--- src/hdl/sgs_pkg.sv ---
package sgs_pkg;

   localparam int MAX_TAPS    = 32;
   localparam int IDX_BITS    = 5;
   localparam int EXT_LIMIT   = MAX_TAPS / 2;
   localparam int MAX_RESULTS = EXT_LIMIT + 1;
   localparam int NUM_BITS    = 5;
   localparam int SMP_BITS    = 16;
   localparam int COEF_BITS   = 18;
   localparam int FRAC_BITS   = 16;
   localparam int EXT_BITS    = 5;
   localparam int CNT_BITS    = 32;
   localparam int ACC_BITS    = 40;

   localparam logic MODE_TAP    = 1'b0;
   localparam logic MODE_SAMPLE = 1'b1;

   localparam logic REG_LEFT  = 1'b0;
   localparam logic REG_RIGHT = 1'b1;

   typedef struct packed {
      logic                        err;
      logic                        at_end;
      logic [CNT_BITS-1:0]         first;
      logic [CNT_BITS-1:0]         count;
      logic [NUM_BITS-1:0]         num;
   } job_type;

   typedef struct packed {
      logic                        tap_we;
      logic [IDX_BITS-1:0]         tap_addr;
      logic signed [COEF_BITS-1:0] tap_data;
      logic                        ring_we;
      logic                        head_we;
      logic [IDX_BITS-1:0]         smp_addr;
      logic signed [SMP_BITS-1:0]  smp_data;
   } wr_type;

   typedef struct packed {
      logic [EXT_BITS-1:0] left;
      logic [EXT_BITS-1:0] right;
   } ext_type;

   typedef struct packed {
      logic idle;
      logic pop;
   } back_sts_type;

endpackage

--- src/hdl/sgs_if.sv ---
interface sgs_req_if;
   import sgs_pkg::*;
   logic                        valid;
   logic                        ready;
   logic                        mode;
   logic [IDX_BITS-1:0]         tap_index;
   logic signed [COEF_BITS-1:0] coefficient;
   logic signed [SMP_BITS-1:0]  sample;
   logic                        last;
   modport source (output valid, mode, tap_index, coefficient, sample, last, input ready);
   modport sink (input valid, mode, tap_index, coefficient, sample, last, output ready);
endinterface

interface sgs_rsp_if;
   import sgs_pkg::*;
   logic                       valid;
   logic                       ready;
   logic signed [SMP_BITS-1:0] smoothed;
   logic                       last_result;
   logic                       error;
   modport source (output valid, smoothed, last_result, error, input ready);
   modport sink (input valid, smoothed, last_result, error, output ready);
endinterface

interface sgs_csr_if;
   import sgs_pkg::*;
   logic                valid;
   logic                ready;
   logic                index;
   logic [EXT_BITS-1:0] data;
   modport source (output valid, index, data, input ready);
   modport sink (input valid, index, data, output ready);
endinterface

--- src/hdl/savitzky_golay_smoother_top.sv ---
// Savitzky-Golay smoother: one sample or tap item accepted at a time.
// Each output runs left+right+1 taps through the shared multiply-accumulate, then
// drains the read and multiply registers, rounds and saturates; a sample item
// yields 0 to 17 outputs. A tap item is written straight into the tap store.
// Synchronous active-high reset clears sample counters, state and handshake state,
// and sets both extents to 2; tap and sample stores keep their contents.
module savitzky_golay_smoother_top
   import sgs_pkg::*;
(
   input  logic      clock,
   input  logic      reset,
   sgs_req_if.sink   req_bus,
   sgs_csr_if.sink   csr_bus,
   sgs_rsp_if.source rsp_bus
);

   wr_type       wr;
   ext_type      ext;
   logic         job_vld;
   job_type      job;
   back_sts_type back_sts;

   sgs_front u_front (
      .clock    (clock),
      .reset    (reset),
      .req_bus  (req_bus),
      .csr_bus  (csr_bus),
      .back_sts (back_sts),
      .wr       (wr),
      .ext      (ext),
      .job_vld  (job_vld),
      .job      (job)
   );

   sgs_back u_back (
      .clock    (clock),
      .reset    (reset),
      .wr       (wr),
      .ext      (ext),
      .job_vld  (job_vld),
      .job      (job),
      .back_sts (back_sts),
      .rsp_bus  (rsp_bus)
   );

endmodule

--- src/hdl/sgs_front.sv ---
module sgs_front
   import sgs_pkg::*;
(
   input  logic           clock,
   input  logic           reset,
   sgs_req_if.sink        req_bus,
   sgs_csr_if.sink        csr_bus,
   input  back_sts_type   back_sts,
   output wr_type         wr,
   output ext_type        ext,
   output logic           job_vld,
   output job_type        job
);

   logic [EXT_BITS-1:0] left_ff, left_in, right_ff, right_in;
   logic [CNT_BITS-1:0] seen_ff, seen_in, emit_ff, emit_in;
   logic                q_vld_ff, q_vld_in;
   job_type             q_ff, q_in;

   logic                accept, wok, long_enough;
   logic [CNT_BITS-1:0] cnt;
   logic [EXT_BITS-1:0] maxext;
   logic [CNT_BITS+1:0] c34, e34, avail, rem;
   logic [NUM_BITS-1:0] nl_num;
   logic [EXT_BITS:0]   span;

   assign req_bus.ready = !q_vld_ff && back_sts.idle;
   assign csr_bus.ready = 1'b1;
   assign accept        = req_bus.valid && req_bus.ready;

   assign span   = {1'b0, left_ff} + {1'b0, right_ff} + (EXT_BITS+1)'(1);
   assign wok    = (span <= (EXT_BITS+1)'(MAX_TAPS)) && (left_ff <= EXT_BITS'(EXT_LIMIT))
                   && (right_ff <= EXT_BITS'(EXT_LIMIT));
   assign maxext = (left_ff > right_ff) ? left_ff : right_ff;
   assign cnt    = seen_ff + CNT_BITS'(1);
   assign long_enough = cnt > {{(CNT_BITS-EXT_BITS){1'b0}}, maxext};
   assign c34    = {2'b00, cnt};
   assign e34    = {2'b00, emit_ff};
   assign avail  = c34 - {{(CNT_BITS+2-EXT_BITS){1'b0}}, right_ff} - e34;
   assign rem    = c34 - e34;
   assign nl_num = (avail > (CNT_BITS+2)'(MAX_RESULTS)) ? NUM_BITS'(MAX_RESULTS)
                                                        : avail[NUM_BITS-1:0];

   always_comb begin
      wr.tap_we   = accept && (req_bus.mode == MODE_TAP);
      wr.tap_addr = req_bus.tap_index;
      wr.tap_data = req_bus.coefficient;
      wr.ring_we  = accept && (req_bus.mode == MODE_SAMPLE);
      wr.head_we  = wr.ring_we && (seen_ff < CNT_BITS'(MAX_TAPS));
      wr.smp_addr = seen_ff[IDX_BITS-1:0];
      wr.smp_data = req_bus.sample;
   end

   assign ext.left  = left_ff;
   assign ext.right = right_ff;
   assign job_vld   = q_vld_ff;
   assign job       = q_ff;

   always_comb begin
      left_in  = left_ff;
      right_in = right_ff;
      seen_in  = seen_ff;
      emit_in  = emit_ff;
      q_vld_in = q_vld_ff && !back_sts.pop;
      q_in     = q_ff;
      if (csr_bus.valid) begin
         unique case (csr_bus.index)
            REG_LEFT:  left_in  = csr_bus.data;
            REG_RIGHT: right_in = csr_bus.data;
            default:   left_in  = left_ff;
         endcase
      end
      if (wr.ring_we) begin
         q_in.count = cnt;
         q_in.first = emit_ff;
         if (req_bus.last) begin
            seen_in     = '0;
            emit_in     = '0;
            q_in.at_end = 1'b1;
            q_in.err    = !wok || !long_enough || (emit_ff > cnt)
                          || (rem > (CNT_BITS+2)'(MAX_RESULTS));
            q_in.num    = rem[NUM_BITS-1:0];
            q_vld_in    = q_in.err || (rem != '0);
         end else begin
            seen_in     = cnt;
            q_in.at_end = 1'b0;
            q_in.err    = 1'b0;
            q_in.num    = nl_num;
            q_vld_in    = wok && long_enough && !avail[CNT_BITS+1] && (avail != '0);
            if (q_vld_in) begin
               emit_in = emit_ff + {{(CNT_BITS-NUM_BITS){1'b0}}, nl_num};
            end
         end
      end
   end

   always_ff @(posedge clock) begin
      if (reset) begin
         left_ff  <= EXT_BITS'(2);
         right_ff <= EXT_BITS'(2);
         seen_ff  <= '0;
         emit_ff  <= '0;
         q_vld_ff <= 1'b0;
      end else begin
         left_ff  <= left_in;
         right_ff <= right_in;
         seen_ff  <= seen_in;
         emit_ff  <= emit_in;
         q_vld_ff <= q_vld_in;
      end
      q_ff <= q_in;
   end

endmodule

--- src/hdl/sgs_back.sv ---
module sgs_back
   import sgs_pkg::*;
(
   input  logic          clock,
   input  logic          reset,
   input  wr_type        wr,
   input  ext_type       ext,
   input  logic          job_vld,
   input  job_type       job,
   output back_sts_type  back_sts,
   sgs_rsp_if.source     rsp_bus
);

   typedef enum logic [3:0] {
      S_IDLE  = 4'b0001,
      S_ISSUE = 4'b0010,
      S_DRAIN = 4'b0100,
      S_EMIT  = 4'b1000
   } state_type;

   localparam int IB = CNT_BITS + 3;

   state_type state_ff, state_in;

   logic signed [COEF_BITS-1:0] tap_mem  [MAX_TAPS];
   logic signed [SMP_BITS-1:0]  head_mem [MAX_TAPS];
   logic signed [SMP_BITS-1:0]  ring_mem [MAX_TAPS];

   logic signed [COEF_BITS-1:0] tap_rd_ff;
   logic signed [SMP_BITS-1:0]  head_rd_ff, ring_rd_ff;
   logic                        sel_head_ff, rd_vld_ff, rd_vld_in;
   logic signed [COEF_BITS+SMP_BITS-1:0] prod_ff;
   logic                        mul_vld_ff;
   logic signed [ACC_BITS-1:0]  acc_ff, acc_in;

   logic                        err_ff, err_in, at_end_ff, at_end_in;
   logic [CNT_BITS-1:0]         i_ff, i_in, count_ff, count_in;
   logic [NUM_BITS-1:0]         num_ff, num_in;
   logic [IDX_BITS-1:0]         k_ff, k_in;

   logic                        rsp_vld_ff, rsp_vld_in;
   logic signed [SMP_BITS-1:0]  smooth_ff, smooth_in;
   logic                        last_ff, last_in, error_ff, error_in;

   logic signed [IB-1:0]        idx, cnt_s;
   logic                        issue, out_free;
   logic [EXT_BITS:0]           points_m1;
   logic signed [SMP_BITS-1:0]  smp;
   logic signed [ACC_BITS-1:0]  rnd;
   logic signed [ACC_BITS-FRAC_BITS-1:0] q;

   assign issue     = (state_ff == S_ISSUE);
   assign points_m1 = {1'b0, ext.left} + {1'b0, ext.right};
   assign out_free  = !rsp_vld_ff || rsp_bus.ready;
   assign back_sts.idle = (state_ff == S_IDLE);
   assign back_sts.pop  = (state_ff == S_IDLE) && job_vld;

   always_comb begin
      cnt_s = $signed({3'b000, count_ff});
      idx   = $signed({3'b000, i_ff}) - $signed({{(IB-EXT_BITS){1'b0}}, ext.left})
              + $signed({{(IB-IDX_BITS){1'b0}}, k_ff});
      if (idx < 0) begin
         idx = -idx;
      end
      if (at_end_ff && (idx >= cnt_s)) begin
         idx = (cnt_s <<< 1) - IB'(2) - idx;
      end
      if (idx >= cnt_s) begin
         idx = cnt_s - IB'(1);
      end
      if (idx < 0) begin
         idx = '0;
      end
   end

   always_ff @(posedge clock) begin
      if (wr.tap_we) begin
         tap_mem[wr.tap_addr] <= wr.tap_data;
      end
      if (wr.head_we) begin
         head_mem[wr.smp_addr] <= wr.smp_data;
      end
      if (wr.ring_we) begin
         ring_mem[wr.smp_addr] <= wr.smp_data;
      end
      tap_rd_ff   <= tap_mem[k_ff];
      head_rd_ff  <= head_mem[idx[IDX_BITS-1:0]];
      ring_rd_ff  <= ring_mem[idx[IDX_BITS-1:0]];
      sel_head_ff <= (idx[IB-1:IDX_BITS] == '0);
   end

   assign smp = sel_head_ff ? head_rd_ff : ring_rd_ff;

   always_ff @(posedge clock) begin
      prod_ff <= tap_rd_ff * smp;
   end

   always_comb begin
      rnd = acc_ff + ACC_BITS'(1 << (FRAC_BITS - 1));
      q   = rnd[ACC_BITS-1:FRAC_BITS];
   end

   always_comb begin
      state_in   = state_ff;
      err_in     = err_ff;
      at_end_in  = at_end_ff;
      i_in       = i_ff;
      count_in   = count_ff;
      num_in     = num_ff;
      k_in       = k_ff;
      rd_vld_in  = issue;
      acc_in     = mul_vld_ff ? acc_ff + ACC_BITS'(prod_ff) : acc_ff;
      rsp_vld_in = rsp_vld_ff && !rsp_bus.ready;
      smooth_in  = smooth_ff;
      last_in    = last_ff;
      error_in   = error_ff;
      unique case (state_ff)
         S_IDLE: begin
            if (job_vld) begin
               err_in    = job.err;
               at_end_in = job.at_end;
               i_in      = job.first;
               count_in  = job.count;
               num_in    = job.num;
               k_in      = '0;
               acc_in    = '0;
               state_in  = job.err ? S_EMIT : S_ISSUE;
            end
         end
         S_ISSUE: begin
            k_in = k_ff + IDX_BITS'(1);
            if ({1'b0, k_ff} == points_m1) begin
               state_in = S_DRAIN;
            end
         end
         S_DRAIN: begin
            if (!rd_vld_ff && !mul_vld_ff) begin
               state_in = S_EMIT;
            end
         end
         S_EMIT: begin
            if (out_free) begin
               rsp_vld_in = 1'b1;
               error_in   = err_ff;
               if (err_ff) begin
                  smooth_in = '0;
                  last_in   = 1'b1;
                  state_in  = S_IDLE;
               end else begin
                  if (q > (ACC_BITS-FRAC_BITS)'(32767)) begin
                     smooth_in = 16'sh7fff;
                  end else if (q < -(ACC_BITS-FRAC_BITS)'(32768)) begin
                     smooth_in = 16'sh8000;
                  end else begin
                     smooth_in = q[SMP_BITS-1:0];
                  end
                  last_in = at_end_ff && (num_ff == NUM_BITS'(1));
                  if (num_ff == NUM_BITS'(1)) begin
                     state_in = S_IDLE;
                  end else begin
                     num_in   = num_ff - NUM_BITS'(1);
                     i_in     = i_ff + CNT_BITS'(1);
                     k_in     = '0;
                     acc_in   = '0;
                     state_in = S_ISSUE;
                  end
               end
            end
         end
         default: state_in = S_IDLE;
      endcase
   end

   always_ff @(posedge clock) begin
      if (reset) begin
         state_ff   <= S_IDLE;
         rd_vld_ff  <= 1'b0;
         mul_vld_ff <= 1'b0;
         rsp_vld_ff <= 1'b0;
      end else begin
         state_ff   <= state_in;
         rd_vld_ff  <= rd_vld_in;
         mul_vld_ff <= rd_vld_ff;
         rsp_vld_ff <= rsp_vld_in;
      end
      acc_ff    <= acc_in;
      err_ff    <= err_in;
      at_end_ff <= at_end_in;
      i_ff      <= i_in;
      count_ff  <= count_in;
      num_ff    <= num_in;
      k_ff      <= k_in;
      smooth_ff <= smooth_in;
      last_ff   <= last_in;
      error_ff  <= error_in;
   end

   assign rsp_bus.valid       = rsp_vld_ff;
   assign rsp_bus.smoothed    = smooth_ff;
   assign rsp_bus.last_result = last_ff;
   assign rsp_bus.error       = error_ff;

endmodule

--- src/flat_wrapper.sv ---
// flat-port wrapper written by rule: the top's interface ports become plain ports
module savitzky_golay_smoother_top_flat import sgs_pkg::*;
  (clock, reset, req_bus_valid, req_bus_mode, req_bus_tap_index, req_bus_coefficient, req_bus_sample, req_bus_last, req_bus_ready, csr_bus_valid, csr_bus_index, csr_bus_data, csr_bus_ready, rsp_bus_valid, rsp_bus_smoothed, rsp_bus_last_result, rsp_bus_error, rsp_bus_ready);
  sgs_req_if req_bus_i ();
  sgs_csr_if csr_bus_i ();
  sgs_rsp_if rsp_bus_i ();
  input  logic clock;
  input  logic reset;
  input wire logic [$bits(req_bus_i.valid)-1:0] req_bus_valid;
  input wire logic [$bits(req_bus_i.mode)-1:0] req_bus_mode;
  input wire logic [$bits(req_bus_i.tap_index)-1:0] req_bus_tap_index;
  input wire logic [$bits(req_bus_i.coefficient)-1:0] req_bus_coefficient;
  input wire logic [$bits(req_bus_i.sample)-1:0] req_bus_sample;
  input wire logic [$bits(req_bus_i.last)-1:0] req_bus_last;
  output wire logic [$bits(req_bus_i.ready)-1:0] req_bus_ready;
  input wire logic [$bits(csr_bus_i.valid)-1:0] csr_bus_valid;
  input wire logic [$bits(csr_bus_i.index)-1:0] csr_bus_index;
  input wire logic [$bits(csr_bus_i.data)-1:0] csr_bus_data;
  output wire logic [$bits(csr_bus_i.ready)-1:0] csr_bus_ready;
  output wire logic [$bits(rsp_bus_i.valid)-1:0] rsp_bus_valid;
  output wire logic [$bits(rsp_bus_i.smoothed)-1:0] rsp_bus_smoothed;
  output wire logic [$bits(rsp_bus_i.last_result)-1:0] rsp_bus_last_result;
  output wire logic [$bits(rsp_bus_i.error)-1:0] rsp_bus_error;
  input wire logic [$bits(rsp_bus_i.ready)-1:0] rsp_bus_ready;
  assign req_bus_i.valid = req_bus_valid;
  assign req_bus_i.mode = req_bus_mode;
  assign req_bus_i.tap_index = req_bus_tap_index;
  assign req_bus_i.coefficient = req_bus_coefficient;
  assign req_bus_i.sample = req_bus_sample;
  assign req_bus_i.last = req_bus_last;
  assign req_bus_ready = req_bus_i.ready;
  assign csr_bus_i.valid = csr_bus_valid;
  assign csr_bus_i.index = csr_bus_index;
  assign csr_bus_i.data = csr_bus_data;
  assign csr_bus_ready = csr_bus_i.ready;
  assign rsp_bus_valid = rsp_bus_i.valid;
  assign rsp_bus_smoothed = rsp_bus_i.smoothed;
  assign rsp_bus_last_result = rsp_bus_i.last_result;
  assign rsp_bus_error = rsp_bus_i.error;
  assign rsp_bus_i.ready = rsp_bus_ready;
  savitzky_golay_smoother_top u_core (.clock(clock), .reset(reset), .req_bus(req_bus_i), .csr_bus(csr_bus_i), .rsp_bus(rsp_bus_i));
endmodule
--- config.mk ---
export PLATFORM = sky130hd
export DESIGN_NAME = savitzky_golay_smoother_top_flat
export DESIGN_NICKNAME = d
export VERILOG_FILES = /design/src/hdl/sgs_pkg.sv /design/src/hdl/sgs_if.sv /design/src/hdl/savitzky_golay_smoother_top.sv /design/src/hdl/sgs_front.sv /design/src/hdl/sgs_back.sv /design/src/flat_wrapper.sv
export SDC_FILE = /design/constraint.sdc
export NUM_CORES = 2
export LEC_CHECK = 0
export BUFFER_PORTS_ARGS = -buffer_cell sky130_fd_sc_hd__buf_4
export CAP_MARGIN = 20
export CORE_MARGIN = 8
export CORE_UTILIZATION = 58
export CTS_CLUSTER_DIAMETER = 50
export DETAILED_ROUTE_END_ITERATION = 10
export GPL_TIMING_DRIVEN = 0
export PLACE_DENSITY = 0.79
export SLEW_MARGIN = 20
export SYNTH_ARGS = -nofsm -noshare
export SYNTH_HDL_FRONTEND = slang
export SYNTH_SLANG_ARGS = --single-unit
--- constraint.sdc ---
create_clock -name clock -period 10.1 [get_ports clock]
set_input_delay 2.02 -clock clock [delete_from_list [all_inputs] [get_ports clock]]
set_output_delay 2.02 -clock clock [all_outputs]
set_load 0.05 [all_outputs]
==> flow_summary.json <==
{
  "nets": 8660,
  "pre_cts_slack_ns": -3.463,
  "vias_per_cell": 6.384,
  "worstRegToRegCells": 46,
  "post-route-period-util": 0.9835,
  "slowest_delay_ns": 0.49,
  "core-area_um2": 170800,
  "synth-edff-count": 1765,
  "stdcell_count": 10390,
  "ys_ff_latch": 1972,
  "hold_start": "u_core.u_front.job[5]$_DFFE_PP_",
  "clock_skew_ns": 0.07159,
  "clk_pin_slew_ns": 0.06,
  "drc": 0,
  "start_util": 0.5810,
  "fillers": 11630,
  "r2r_start": "u_core.u_front.left_ff[0]$_SDFFE_PP0P_",
  "crit_arrival_ns": 10.71,
  "min_period_ns": 9.933,
  "cts_tree": "yes",
  "rrSetupSlack_ns": 0.17,
  "netlist_area_um2": 99230,
  "firstDrtPassIters": 6,
  "root_buffer": "clkbuf_16",
  "gp_congestion": 0.9540,
  "syn_avg_cell_area_um2": 13.10,
  "htree_num_levels": 4,
  "grt_pass1_wl_um": 403400,
  "tns_ns": 0,
  "clock_latency_ns": 0.87,
  "synthToLayoutAreaGrowth_pct": 14.07,
  "antenna_found_initial": 23,
  "hold_path_class": "flip-flop to flip-flop",
  "hold_end": "u_core.u_back.count_ff[0]$_DFFE_PP_",
  "cts_sinks": 1972,
  "status": "complete, no violations",
  "yosys_warnings": 0,
  "drt_iter0_markers": 7886,
  "grt_max_degree": 65,
  "timing_hold_violations_final": 0,
  "cp_common_cell": "buf_4",
  "die-area_um2": 184600,
  "drv_slew": 0,
  "overflow": 0,
  "place_inst": 9912,
  "holdPathStages": 0,
  "clockBufferDepth": 3,
  "ctsHoldBuffers": 0,
  "synthArstFlopShare": 0,
  "port_buffers": 70,
  "die_w_um": 429.6,
  "dp_hpwl_um": 189000,
  "setup_viol": 0,
  "crit_type": "flip-flop to flip-flop",
  "vias": 66330,
  "ant_nets": 0,
  "cp.required_ns": 10.87,
  "cp_max_fo": 10,
  "max_freq_mhz": 100.7,
  "grt_pass1_vias": 65200,
  "grtUsageTotal": 0.2860,
  "yosys_most_used_dff": "edfxtp_1",
  "wl_per_cell_um": 26.44,
  "whs_ns": 0.4190,
  "rows": 152,
  "routed_wl_um": 274700,
  "fp.dieH_um": 429.6,
  "cts_buffers": 198,
  "worst_slew_pin_slew_ns": 1.215,
  "startpoint_type": "flip-flop",
  "reg2reg_to": "u_core.u_back.head_rd_ff[2]$_DFF_P_",
  "ios": 73,
  "max_cap_violations": 0,
  "drive_gt1_frac": 0.1629,
  "synth_cell_types": 100,
  "ys_seq_area_frac": 0.5759,
  "end_kind": "flip-flop",
  "slowest_stage": "dfxtp_1",
  "synth_cells": 7572,
  "slew_headroom": 0.1844,
  "setup_ws_ns": 0.1669,
  "rsz0062_at_grt": "true"
}
[cells by family after synthesis]
logic type,synth area share
multiplexers,0.07964
XOR/XNOR,0.02904
AO/OA/AOI/OAI,0.07459
AND/OR/NAND/NOR,0.1050
buffers and inverters,0.03377
other,0.00003779
adder cells (fa/ha/maj),0.1021
flip-flops,0.5759
[how the worst max path moves through the flow]
| stage | from | end | slack (ns) | cells past startpoint |
|---|---|---|---|---|
| 2_1_floorplan | u_core.u_back.i_ff[0]$_DFFE_PP_ | u_core.u_back.head_rd_ff[10]$_DFF_P_ | 0.74 | 44 |
| 3_3_place_gp | u_core.u_back.k_ff[1]$_SDFFCE_PN0P_ | u_core.u_back.head_rd_ff[11]$_DFF_P_ | -3.45 | 42 |
| 3_5_place_dp | u_core.u_back.i_ff[0]$_DFFE_PP_ | u_core.u_back.head_rd_ff[6]$_DFF_P_ | -3.46 | 44 |
| 4_1_cts | u_core.u_back.i_ff[0]$_DFFE_PP_ | u_core.u_back.head_rd_ff[4]$_DFF_P_ | 0.005 | 46 |
| 5_1_grt | u_core.u_back.i_ff[0]$_DFFE_PP_ | u_core.u_back.head_rd_ff[1]$_DFF_P_ | -0.13 | 46 |
| 6_report | u_core.u_front.left_ff[0]$_SDFFE_PP0P_ | u_core.u_back.head_rd_ff[2]$_DFF_P_ | 0.17 | 46 |
[Yosys cell counts (37+ instances only)]
master / n / share of area
nor2b_1: 101 / 0.0064
mux2_2: 47 / 0.0053
mux2i_1: 325 / 0.033
buf_2: 104 / 0.0052
nand2b_1: 54 / 0.0034
inv_1: 501 / 0.019
nor2_1: 451 / 0.017
nor4_1: 40 / 0.0025
or4_1: 37 / 0.0028
and3_1: 38 / 0.0024
xor2_1: 95 / 0.0084
a21oi_1: 216 / 0.011
a21o_1: 64 / 0.0048
edfxtp_1: 1765 / 0.53
ha_1: 331 / 0.042
dfxtp_1: 207 / 0.042
a32oi_1: 261 / 0.023
and2_1: 72 / 0.0045
mux4_2: 180 / 0.041
or3_1: 37 / 0.0023
xnor2_1: 234 / 0.021
clkbuf_1: 166 / 0.0063
nand3_1: 120 / 0.0061
nand4_1: 117 / 0.0074
o21ai_0: 184 / 0.0093
fa_1: 299 / 0.060
nand2_1: 919 / 0.035
nor3_1: 111 / 0.0056
[critical path, delay by kind of cell, from the launching register on]
kind / cells / cell delay, ns
AOI/OAI and AO/OA: 21 / 4.58
and+or+nand+nor: 9 / 1.66
buffers and inverters: 10 / 1.53
adders and majority gates: 4 / 1.09
DFF: 1 / 0.49
muxes: 1 / 0.37
xor gates and xnor gates: 1 / 0.13
[per-stage QoR]
stage	util	area [um^2]
2_1_floorplan	-	99230
3_3_place_gp	0.6005	102600
3_5_place_dp	0.6058	103500
4_1_cts	0.6538	111700
5_1_grt	0.6628	113200
6_report	0.6628	113200
[cell type report]
class                           count  area [um^2]  area share
Inverter                          504         1896     0.01675
Clock buffer                      244         5209     0.04602
Clock inverter                    123         1459     0.01289
Timing Repair Buffer              210         1992     0.01760
Sequential cell                  1972        57160      0.5050
Antenna cell                       11        27.53   0.0002432
Buffer                            316         1765     0.01560
Multi-Input combinational cell   4776        40890      0.3612
Tap cell                         2233         2794     0.02468
[cells in the final DEF (no fill, tap or decap), types with 84 or more instances in the layout]
master	instances
nor2b_1	99
nand2_1	916
dfxtp_1	200
mux4_2	180
nor3_1	99
a32oi_1	199
ha_1	324
a21oi_1	202
xnor2_1	222
fa_1	298
nand4_1	117
buf_4	200
nor2_1	326
xor2_1	88
nand3_1	115
clkbuf_16	199
nor2_2	84
o21ai_0	162
mux2i_1	316
clkbuf_1	167
inv_1	498
edfxtp_1	1765
[state kept, by name, summed over array words and instances (netlist names), 4 cells and up]
signal	count
u_core.u_back.rsp_bus.smoothed	16
u_core.u_front.seen_ff	32
u_core.u_front.right_ff	5
u_core.u_back.ring_mem	512
u_core.u_back.head_mem	512
u_core.u_back.tap_rd_ff	18
u_core.u_back.k_ff	5
u_core.u_back.tap_mem	576
u_core.u_front.emit_ff	32
u_core.u_front.job	71
u_core.u_back.i_ff	32
u_core.u_back.prod_ff	34
u_core.u_back.acc_ff	40
u_core.u_back.count_ff	32
u_core.u_back.state_ff	4
u_core.u_back.ring_rd_ff	16
u_core.u_back.num_ff	5
u_core.u_back.head_rd_ff	16
u_core.u_front.left_ff	5
[metal layers]
metal  routed length (um)  track usage
met1               105800       0.3845
met2               129100       0.4575
met3                27190      0.05875
met4                12450       0.1208
met5                  110            0
[timing repair]
item,CTS,global route
endpoints found under the setup margin,63,61
pin swaps,39,66
setup buffers,42,60
resized for setup,245,243
cloned,1,0
Power is not shown: default switching activity piles up to over one toggle a cycle in this logic, so the estimate is an artifact.
